**src/rtl/lprd_pkg.sv**
```systemverilog
`default_nettype none

package lprd_pkg;

  // Every length and count field on the wire is four bytes, little-endian.
  localparam int unsigned FieldBytes = 4;
  localparam logic [31:0] MinReqLen  = 32'(FieldBytes);

  typedef enum logic [2:0] {
    PH_REQLEN = 3'd0,
    PH_COUNT  = 3'd1,
    PH_STRLEN = 3'd2,
    PH_DATA   = 3'd3,
    PH_CLOSED = 3'd4
  } phase_e;

  typedef enum logic [2:0] {
    ROLE_REQLEN  = 3'd0,
    ROLE_COUNT   = 3'd1,
    ROLE_STRLEN  = 3'd2,
    ROLE_DATA    = 3'd3,
    ROLE_DISCARD = 3'd4
  } role_e;

  typedef enum logic [2:0] {
    ERR_NONE     = 3'd0,
    ERR_TOO_LONG = 3'd1,
    ERR_COUNT    = 3'd2,
    ERR_OVERRUN  = 3'd3,
    ERR_TRAILING = 3'd4
  } err_e;

  typedef struct packed {
    role_e       role;
    logic [7:0]  data_byte;
    logic [31:0] string_index;
    logic        last_of_string;
    logic        empty_string;
    logic        request_done;
    err_e        error_code;
    logic        closed;
  } result_t;

endpackage

`default_nettype wire

```
**src/rtl/length_prefixed_request_deframer.sv**
```systemverilog
// The result of a request byte is captured in the output register when the byte is accepted.
// Throughput: one byte per cycle while m_axis_tready does not stall the output; the only
// loop is the per-byte parse state, which is updated by compares and decrements.
// Reset: rst_ni is asynchronous and active low; it empties the output register,
// returns the parser to the request length field, reopens the link and sets max_msg to 4096.
`default_nettype none

module length_prefixed_request_deframer
  import lprd_pkg::*;
(
  input  wire logic        clk_i,
  input  wire logic        rst_ni,

  input  wire logic        s_axis_tvalid,
  output logic             s_axis_tready,
  input  wire logic [7:0]  s_axis_tdata,   // [7:0] in_byte

  output logic             m_axis_tvalid,
  input  wire logic        m_axis_tready,
  // [7:0] data_byte, [39:8] string_index, [40] last_of_string, [41] empty_string,
  // [44:42] error_code, [45] closed, [47:46] zero
  output logic [47:0]      m_axis_tdata,
  output logic [2:0]       m_axis_tuser,   // [2:0] role
  output logic             m_axis_tlast,   // request_done

  input  wire logic        psel,
  input  wire logic        penable,
  input  wire logic        pwrite,
  input  wire logic [2:0]  paddr,
  input  wire logic [31:0] pwdata,
  output logic [31:0]      prdata,
  output logic             pready
);

  // Configuration register.
  logic [31:0] max_msg_q;
  logic        cfg_sel;

  assign pready  = 1'b1;
  assign cfg_sel = (paddr[2] == 1'b0);
  assign prdata  = cfg_sel ? max_msg_q : 32'd0;

  always_ff @(posedge clk_i or negedge rst_ni) begin
    if (!rst_ni) begin
      max_msg_q <= 32'd4096;
    end else if (psel && penable && pwrite && pready && cfg_sel) begin
      max_msg_q <= pwdata;
    end
  end

  // Parser state.
  phase_e           phase_q, phase_d;
  logic [1:0]       fbc_q, fbc_d;
  logic [2:0][7:0]  fs_q, fs_d;
  logic [31:0]      rbl_q, rbl_d;
  logic [31:0]      sl_q, sl_d;
  logic [31:0]      sbl_q, sbl_d;
  logic [31:0]      cs_q, cs_d;
  logic             closed_q, closed_d;

  logic             in_accept;
  logic [7:0]       b;

  assign b         = s_axis_tdata;
  assign in_accept = s_axis_tvalid && s_axis_tready;

  // Evaluation of the current request byte.
  logic        fdone;
  logic [31:0] v;
  logic [31:0] rbl_dec;
  logic [31:0] sl_dec;
  logic        chk_after;
  logic [31:0] as_sl;
  logic        ev_last, ev_empty, ev_done, ev_to_strlen, ev_to_data;
  err_e        ev_err;

  assign fdone   = (fbc_q == 2'd3);
  assign v       = {b, fs_q[2], fs_q[1], fs_q[0]};
  assign rbl_dec = rbl_q - 32'd1;
  assign sl_dec  = sl_q - 32'd1;

  always_comb begin
    ev_err       = ERR_NONE;
    ev_last      = 1'b0;
    ev_empty     = 1'b0;
    ev_done      = 1'b0;
    ev_to_strlen = 1'b0;
    ev_to_data   = 1'b0;
    chk_after    = 1'b0;
    as_sl        = sl_dec;
    unique case (phase_q)
      PH_REQLEN: begin
        if (fdone) begin
          if (v > max_msg_q) begin
            ev_err = ERR_TOO_LONG;
          end else if (v < MinReqLen) begin
            ev_err = ERR_OVERRUN;
          end
        end
      end
      PH_COUNT: begin
        if (fdone) begin
          if (v > max_msg_q) begin
            ev_err = ERR_COUNT;
          end else begin
            as_sl     = v;
            chk_after = 1'b1;
          end
        end
      end
      PH_STRLEN: begin
        if (fdone) begin
          if (v > rbl_dec) begin
            ev_err = ERR_OVERRUN;
          end else if (v == 32'd0) begin
            ev_last   = 1'b1;
            ev_empty  = 1'b1;
            chk_after = 1'b1;
          end else begin
            ev_to_data = 1'b1;
          end
        end
      end
      PH_DATA: begin
        if (sbl_q == 32'd1) begin
          ev_last   = 1'b1;
          chk_after = 1'b1;
        end
      end
      default: ;
    endcase

    // After a completed string or count: either the request ends exactly here,
    // or another full string length must still fit.
    if (chk_after) begin
      if (as_sl == 32'd0) begin
        if (rbl_dec != 32'd0) begin
          ev_err = ERR_TRAILING;
        end else begin
          ev_done = 1'b1;
        end
      end else if (rbl_dec < MinReqLen) begin
        ev_err = ERR_OVERRUN;
      end else begin
        ev_to_strlen = 1'b1;
      end
    end
  end

  // Next state.
  always_comb begin
    phase_d  = phase_q;
    fbc_d    = fbc_q;
    fs_d     = fs_q;
    rbl_d    = rbl_q;
    sl_d     = sl_q;
    sbl_d    = sbl_q;
    cs_d     = cs_q;
    closed_d = closed_q;

    if (phase_q == PH_REQLEN || phase_q == PH_COUNT || phase_q == PH_STRLEN) begin
      fbc_d = fbc_q + 2'd1;
      case (fbc_q)
        2'd0:    fs_d[0] = b;
        2'd1:    fs_d[1] = b;
        2'd2:    fs_d[2] = b;
        default: ;
      endcase
    end

    unique case (phase_q)
      PH_REQLEN: begin
        if (fdone) begin
          rbl_d   = v;
          cs_d    = 32'd0;
          phase_d = PH_COUNT;
        end
      end
      PH_COUNT: begin
        rbl_d = rbl_dec;
        if (fdone) begin
          sl_d = v;
        end
      end
      PH_STRLEN: begin
        rbl_d = rbl_dec;
        if (ev_to_data) begin
          sbl_d   = v;
          phase_d = PH_DATA;
        end
      end
      PH_DATA: begin
        rbl_d = rbl_dec;
        sbl_d = sbl_q - 32'd1;
      end
      default: begin
        phase_d  = PH_CLOSED;
        closed_d = 1'b1;
      end
    endcase

    if (ev_last) begin
      sl_d = sl_dec;
      cs_d = cs_q + 32'd1;
    end
    if (ev_to_strlen) begin
      phase_d = PH_STRLEN;
    end
    if (ev_done) begin
      phase_d = PH_REQLEN;
      cs_d    = 32'd0;
    end
    if (ev_err != ERR_NONE) begin
      phase_d  = PH_CLOSED;
      closed_d = 1'b1;
    end
  end

  always_ff @(posedge clk_i or negedge rst_ni) begin
    if (!rst_ni) begin
      phase_q  <= PH_REQLEN;
      fbc_q    <= 2'd0;
      fs_q     <= '0;
      rbl_q    <= 32'd0;
      sl_q     <= 32'd0;
      sbl_q    <= 32'd0;
      cs_q     <= 32'd0;
      closed_q <= 1'b0;
    end else if (in_accept) begin
      phase_q  <= phase_d;
      fbc_q    <= fbc_d;
      fs_q     <= fs_d;
      rbl_q    <= rbl_d;
      sl_q     <= sl_d;
      sbl_q    <= sbl_d;
      cs_q     <= cs_d;
      closed_q <= closed_d;
    end
  end

  // Result of the current byte.
  result_t res_d, res_q;
  logic    out_valid_q;

  always_comb begin
    res_d                = '0;
    res_d.data_byte      = b;
    res_d.last_of_string = ev_last;
    res_d.empty_string   = ev_empty;
    res_d.request_done   = ev_done;
    res_d.error_code     = ev_err;
    res_d.closed         = closed_d;
    unique case (phase_q)
      PH_REQLEN: res_d.role = ROLE_REQLEN;
      PH_COUNT:  res_d.role = ROLE_COUNT;
      PH_STRLEN: begin
        res_d.role         = ROLE_STRLEN;
        res_d.string_index = cs_q;
      end
      PH_DATA: begin
        res_d.role         = ROLE_DATA;
        res_d.string_index = cs_q;
      end
      default: res_d.role  = ROLE_DISCARD;
    endcase
  end

  assign s_axis_tready = !out_valid_q || m_axis_tready;

  always_ff @(posedge clk_i or negedge rst_ni) begin
    if (!rst_ni) begin
      out_valid_q <= 1'b0;
    end else if (s_axis_tready) begin
      out_valid_q <= s_axis_tvalid;
    end
  end

  always_ff @(posedge clk_i) begin
    if (in_accept) begin
      res_q <= res_d;
    end
  end

  assign m_axis_tvalid = out_valid_q;
  assign m_axis_tuser  = res_q.role;
  assign m_axis_tlast  = res_q.request_done;
  assign m_axis_tdata  = {2'b00, res_q.closed, res_q.error_code, res_q.empty_string,
                          res_q.last_of_string, res_q.string_index, res_q.data_byte};

`ifndef SYNTHESIS
  // Once closed, the link stays closed until reset.
  assert property (@(posedge clk_i) disable iff (!rst_ni)
    closed_q |=> closed_q)
    else $error("closed link reopened");

  assert property (@(posedge clk_i) disable iff (!rst_ni)
    (phase_q == PH_CLOSED) == closed_q)
    else $error("parse phase and closed flag disagree");

  assert property (@(posedge clk_i) disable iff (!rst_ni)
    (m_axis_tvalid && res_q.error_code != ERR_NONE) |-> res_q.closed)
    else $error("error reported without closing the link");

  assert property (@(posedge clk_i) disable iff (!rst_ni)
    (m_axis_tvalid && res_q.request_done) |->
      (res_q.error_code == ERR_NONE && !res_q.closed &&
       (res_q.role == ROLE_COUNT || res_q.role == ROLE_STRLEN ||
        res_q.role == ROLE_DATA)))
    else $error("request completion on an invalid byte");

  assert property (@(posedge clk_i) disable iff (!rst_ni)
    (m_axis_tvalid && res_q.role == ROLE_DISCARD) |->
      (res_q.closed && res_q.error_code == ERR_NONE && !res_q.last_of_string))
    else $error("discarded byte carries parse results");
`endif

endmodule

`default_nettype wire
```
**config.mk**
```make
export PLATFORM = sky130hd
export DESIGN_NAME = length_prefixed_request_deframer
export DESIGN_NICKNAME = d
export VERILOG_FILES = /design/src/rtl/lprd_pkg.sv /design/src/rtl/length_prefixed_request_deframer.sv
export SDC_FILE = /design/constraint.sdc
export NUM_CORES = 1
export LEC_CHECK = 0
export ABC_AREA = 1
export BUFFER_PORTS_ARGS = -buffer_cell sky130_fd_sc_hd__buf_2
export CAP_MARGIN = 20
export CORE_UTILIZATION = 40
export CTS_CLUSTER_SIZE = 40
export DETAILED_ROUTE_END_ITERATION = 10
export SETUP_SLACK_MARGIN = 0.15
export SLEW_MARGIN = 20
export SYNTH_ARGS = -nofsm -noshare
export SYNTH_HDL_FRONTEND = slang
export SYNTH_SLANG_ARGS = --single-unit
```
**constraint.sdc**
```tcl
create_clock -name clk_i -period 4.1 [get_ports clk_i]
set_clock_uncertainty 0.15 [all_clocks]
set_input_delay 0.615 -clock clk_i [delete_from_list [all_inputs] [get_ports clk_i]]
set_output_delay 0.615 -clock clk_i [all_outputs]
set_load 0.05 [all_outputs]
```
== Word-level counts from Yosys, hierarchy flattened ==
Index checks and enable logic that the tools add are counted.

* Word-level logic and storage cells: 128
* Bits of input ports: 50
* Register bits: 241

* Equal/unequal tests: 12
* Reduce and logical (&&, ||, !) cells: 33
* Mux-type cells: 53
* $lt $le $gt $ge: 4
* Add/sub/neg operators: 5
* Bitwise gates (word level): 1

{| class="wikitable"
|+ Operator list
! kind !! number
|-
| 2-to-1 mux 32 bit || 12
|-
| one-hot mux 32 bit (2 select lines) || 2
|-
| subtractor 32 x 1 -> 32 bit (second input constant) || 3
|-
| > comparator 32 bit || 2
|-
| logical NOT 32 bit || 2
|-
| less-than comparator 32 x 3 -> 1 bit (second input constant) || 2
|-
| adder 32 x 1 -> 32 bit (second input constant) || 1
|-
| == test 32 x 1 -> 1 bit (second input constant) || 1
|-
| nonzero test 32 bit || 1
|-
| 2-to-1 mux 3 bit || 9
|-
| AND reduction 3 bit || 7
|-
| 2-to-1 mux 1 bit || 18
|-
| 2-to-1 mux 2 bit || 7
|-
| one-hot mux 3 bit (4 select lines) || 1
|-
| != test 5 x 4 -> 1 bit (second input constant) || 2
|-
| one-hot mux 3 bit (3 select lines) || 1
|-
| nonzero test 3 bit || 3
|-
| nonzero test 2 bit || 4
|-
| == test 3 x 2 -> 1 bit (second input constant) || 2
|-
| one-hot mux 2 bit (3 select lines) || 1
|-
| == test 2 bit (second input constant) || 2
|-
| logical AND 1 bit || 4
|-
| != test 2 bit (second input constant) || 2
|-
| != test 4 x 1 -> 1 bit (second input constant) || 1
|-
| other kinds (15) || 18
|}

== Logic depth before layout (Yosys ltp) ==
* Depth in word-level cells: 11
* Mapped depth: 34

== Worst setup path before layout ==
Ideal clock, no wire load.

* Kind: reg-to-reg
* Start: register rbl_q[0]
* End: register cs_q[10]
* Cell stages (with the launch flop): 30
* Path slack: 0.326 ns
* Data required time: 3.831 ns
* Library setup time: 0.119 ns
* Arrival: 3.505 ns
* Path buffers: 2
* Cells stage by stage: dfrtp_1 -> inv_1 -> ha_1 -> nand3_2 -> clkinv_1 -> nand2_2 -> nor2_4 -> nand2_2 -> nor2_2 -> nand2_1 -> o21ai_0 -> inv_1 -> ha_1 -> nand2_1 -> nor2_1 -> nand2_1 -> nor2_1 -> nand3_1 -> o21a_1 -> nand2_1 -> nand2_2 -> a21boi_2 -> buf_4 -> nand3_4 -> nand2_8 -> inv_4 -> buf_6 -> nand2_1 -> nand2_1 -> and2_1

* Cells in the longest elaborated chain, start to end: 8
* Elaborated cells on any way between the ends: 15
* Those cells by class: add/sub (1); order compare (1); mux (9); reduce/logical (4)

{| class="wikitable"
|+ RTL lines
! what !! line !! text
|-
| start, declared || length_prefixed_request_deframer.sv:55 || <nowiki>logic [31:0] rbl_q, rbl_d;</nowiki>
|-
| start signal, assigned || length_prefixed_request_deframer.sv:233 || <nowiki>rbl_q <= rbl_d;</nowiki>
|-
| subtractor 32 x 1 -> 32 bit (*) || length_prefixed_request_deframer.sv:79 || <nowiki>assign rbl_dec = rbl_q - 32'd1;</nowiki>
|-
| > comparator 32 bit || length_prefixed_request_deframer.sv:113 || <nowiki>if (v > rbl_dec) begin</nowiki>
|-
| 2-to-1 mux 1 bit || length_prefixed_request_deframer.sv:113 ||
|-
| 2-to-1 mux 1 bit || length_prefixed_request_deframer.sv:112 || <nowiki>if (fdone) begin</nowiki>
|-
| one-hot mux 1 bit (3 select lines) || length_prefixed_request_deframer.sv:91 || <nowiki>unique case (phase_q)</nowiki>
|-
| 2-to-1 mux 1 bit || length_prefixed_request_deframer.sv:135 || <nowiki>if (chk_after) begin</nowiki>
|-
| nonzero test 3 bit (no source line) || n/a ||
|-
| AND reduction 3 bit (no source line) || n/a ||
|-
| end signal, assigned || length_prefixed_request_deframer.sv:236 || <nowiki>cs_q <= cs_d;</nowiki>
|-
| end, declared || length_prefixed_request_deframer.sv:58 || <nowiki>logic [31:0] cs_q, cs_d;</nowiki>
|}

Every way passes the cells marked *; elsewhere a longest branch is shown, timed or not.
A chain may end at the register's enable or synchronous reset.

== Worst setup path after layout ==
* Start: register rbl_q[1]
* End: register cs_q[4]

Same word-level chain as after synthesis.

==> flow_summary.json <==
{
  "root_buffer": "clkbuf_16",
  "grt_pass1_vias": 14075,
  "cp.arrival_ns": 4.32,
  "gp_congestion": 0.905,
  "gr-max-usage-layer": "met2",
  "placed_cell_area_um2": 17100,
  "grtUsageMet2_pct": 40.0,
  "grt_pass1_wl_um": 74300,
  "core_um2": 37500,
  "min_period_over_period_pct": 97.7,
  "wire_per_inst_um": 16.8,
  "worst_setup_path_end_kind": "flop",
  "period_minus_slack_ns": 4.01,
  "instances_no_fill": 2825,
  "grtUsageTotal_pct": 24.3,
  "fin_total_pwr_w": 0.0129,
  "synth_fa_ha_area_share_pct": 6.01,
  "fin_area_um2": 18800,
  "power.switching_w": 0.00585,
  "async_flop_share_pct": 79.3,
  "worstMarginPinSlew_ns": 0.968,
  "pwr-share-comb_pct": 46.6,
  "num_io_pins": 137,
  "swShare_pct": 45.2,
  "nets": 2414,
  "clock_latency_ns": 0.57,
  "synth-xor-area-share_pct": 2.60,
  "fp-row-count": 71,
  "overflow": 0,
  "post-synth-top-area-cell": "dfrtp_1",
  "synth_mux_area_share_pct": 0.132,
  "cts_buffers": 29,
  "cpPeakStageDelay_ns": 0.40,
  "initial_core_util_pct": 40.5,
  "use_met1_pct": 33.1,
  "worst_slack_ns": 0.0938,
  "cp_max_fo": 9,
  "crit_path_frequent_cell": "nand2_4",
  "crit_start": "rbl_q[1]",
  "port_buffers": 131,
  "synth-seq-cells": 241,
  "ys.flop_type": "dfrtp_1",
  "antenna_found_initial": 0,
  "synth_most_common_cell": "nand2_1",
  "ir_drop_mv": 0.408,
  "final-max-slew-violation-count": 0,
  "h-tree-depth": 1,
  "status": "finished clean",
  "seq_power_share_pct": 31.7,
  "yosysSeqAreaShare_pct": 41.4,
  "slew_headroom_pct": 35.4,
  "cpMaxStageDelayCell": "dfrtp_1",
  "regArea_um2": 6280,
  "fin_tns_setup_ns": 0,
  "drive_gt1_share_pct": 18.5,
  "pwr_density_cell_nw_per_um2": 689,
  "die_h_um": 197,
  "drtIter0Drc": 1225,
  "rsz0062_at_grt": "yes",
  "path_class": "reg -> reg",
  "multi_input_area_um2": 7920,
  "start_kind": "flop",
  "r2r_start": "rbl_q[1]",
  "drc": 0,
  "syn_avg_cell_area_um2": 7.36,
  "synth.area.top_cells": "dfrtp_1 (31%), nand2_1 (10%), edfxtp_1 (9.9%)",
  "synth_compound_area_share_pct": 13.0,
  "grt_max_degree": 88,
  "drtAntennaViolNets": 0,
  "diodes": 0,
  "area_delta_synth_final_pct": 23.8,
  "clkPwrFrac_pct": 21.7,
  "finalSetupViolations": 0,
  "clkTransAtPathRegs_ns": 0.06,
  "min_path_type": "in -> reg",
  "place_inst": 2745,
  "viasPerCell": 5.21,
  "synth_common_cells": "nand2_1 (414), nor2_1 (332), inv_1 (250)",
  "synth_top_family_by_area": "simple AND/OR/NAND/NOR gates",
  "hold_start": "pwdata[12]",
  "leakagePower_nw": 8.98,
  "hold_viol_final": 0,
  "required_ns": 4.41,
  "fill_cells": 3638,
  "internal_power_w": 0.00710,
  "dpl.hpwl_um": 33800,
  "die_area_um2": 38700,
  "ys_warn_count": 0,
  "die_width_um": 197,
  "yosysTopAreaCellShare_pct": 31.3,
  "maxCapViolCount": 0,
  "met3_usage_pct": 3.25,
  "pre_cts_ws_ns": -0.205,
  "drt-total-wl_um": 47600,
  "synth_edf_count": 50,
  "cts_sinks": 241,
  "vias": 14725,
  "cts_tree": "done",
  "max_freq_ghz": 0.250,
  "netlist_area_um2": 15200,
  "ys_types": 55,
  "synth_cells": 2063,
  "cts_buffer_depth": 3,
  "firstDrtPassIters": 5,
  "yosys.area_share.simple_pct": 28.2
}
## routing by layer
| metal | up-vias | wire length (µm) |
|---|---|---|
| met5 | - | 0 |
| met4 | 0 | 1450 |
| met3 | 92 | 3080 |
| met2 | 456 | 22100 |
| met1 | 6967 | 21000 |
| li1 | 7210 | - |
## worst paths after layout
check	end	slack, ns	cells after the start
hold reg to reg	sl_q[30]	0.34	2
min in group asynchronous	max_msg_q[30]	0.41	2
setup / recovery	cs_q[4]	0.09	26
hold / removal	max_msg_q[12]	0.15	3
max in group asynchronous	cs_q[13]	2.54	3
setup reg to reg	cs_q[4]	0.09	26
## sequential cells by signal, summed over array words and instances, names as in the netlist, 2 cells and up
signal,cells
fbc_q,2
m_axis_tuser,3
cs_q,32
sl_q,32
m_axis_tdata,46
fs_q,24
max_msg_q,32
rbl_q,32
phase_q,3
sbl_q,32
## power by group through the flow
stage,registers (W),clock network [W],logic (W)
6_report,0.00411,0.00280,0.00603
5_1_grt,0.00420,0.00292,0.00675
4_1_cts,0.00406,0.00285,0.00578
3_5_place_dp,0.00408,0,0.00561
3_3_place_gp,0.00407,0,0.00550
2_1_floorplan,0.00401,0,0.00370
## metrics by stage
step           utilization (%)  hold slack (ns)
3_5_place_dp              45.5            0.330
4_1_cts                   48.8            0.130
2_1_floorplan                -            0.169
6_report                  50.1            0.151
3_3_place_gp              45.5            0.325
5_1_grt                   50.1            0.158
## critical path: cells and delay by family (launching register included)
kind | cells | cell delay (ns)
fa+ha+maj | 2 | 0.45
simple gates | 15 | 1.66
flops | 1 | 0.40
buf+inv | 6 | 0.76
xor+xnor | 1 | 0.17
compound gates | 2 | 0.29
## final cells by class
class                           count  share of cell area (%)
Inverter                          267                    5.45
Sequential cell                   241                    33.4
Clock inverter                     18                    1.32
Timing Repair Buffer              261                    10.1
Multi-Input combinational cell   1491                    42.2
Tap cell                          511                    3.40
Clock buffer                       36                    4.16
## kinds of logic (layout without fill, tap and decap cells)
| group | count (synthesis) | after routing |
|---|---|---|
| compound gates | 372 | 372 |
| xor+xnor | 45 | 45 |
| fa+ha+maj | 73 | 73 |
| buf+inv | 332 | 582 |
| flops | 241 | 241 |
| mux | 2 | 2 |
| other cells | 2 | 3 |
| simple gates | 996 | 996 |
## layout by cell type (no fill, tap or decap), types with 6 or more instances in the layout
master,n
nor3_1,34
o22ai_1,13
buf_2,130
dfrtp_1,188
nand2_2,11
nor2_4,13
nor3_2,6
xnor2_1,10
o21ai_0,165
xor2_1,33
clkbuf_16,35
o21ai_1,41
buf_4,108
a21oi_1,113
o211ai_1,10
nand2_1,404
nand4_1,35
nor4_1,18
nand3_4,6
ha_1,71
nor2_1,307
bufinv_16,6
buf_12,9
inv_2,18
edfxtp_1,50
clkinv_2,8
nand3_1,111
nor2_2,30
inv_1,244
## what timing repair did
| item | 4_1_cts | 5_1_grt |
|---|---|---|
| setup buffers | 6 | 13 |
| hold buffers | 1 | 0 |
| pin swaps | 11 | 25 |
| gates resized for setup | 34 | 74 |
| endpoints found under the setup margin | 105 | 104 |
| gates cloned | 0 | 6 |
| hold endpoints to repair | 43 | 0 |
Note: power is estimated with default switching activity, not from simulation.
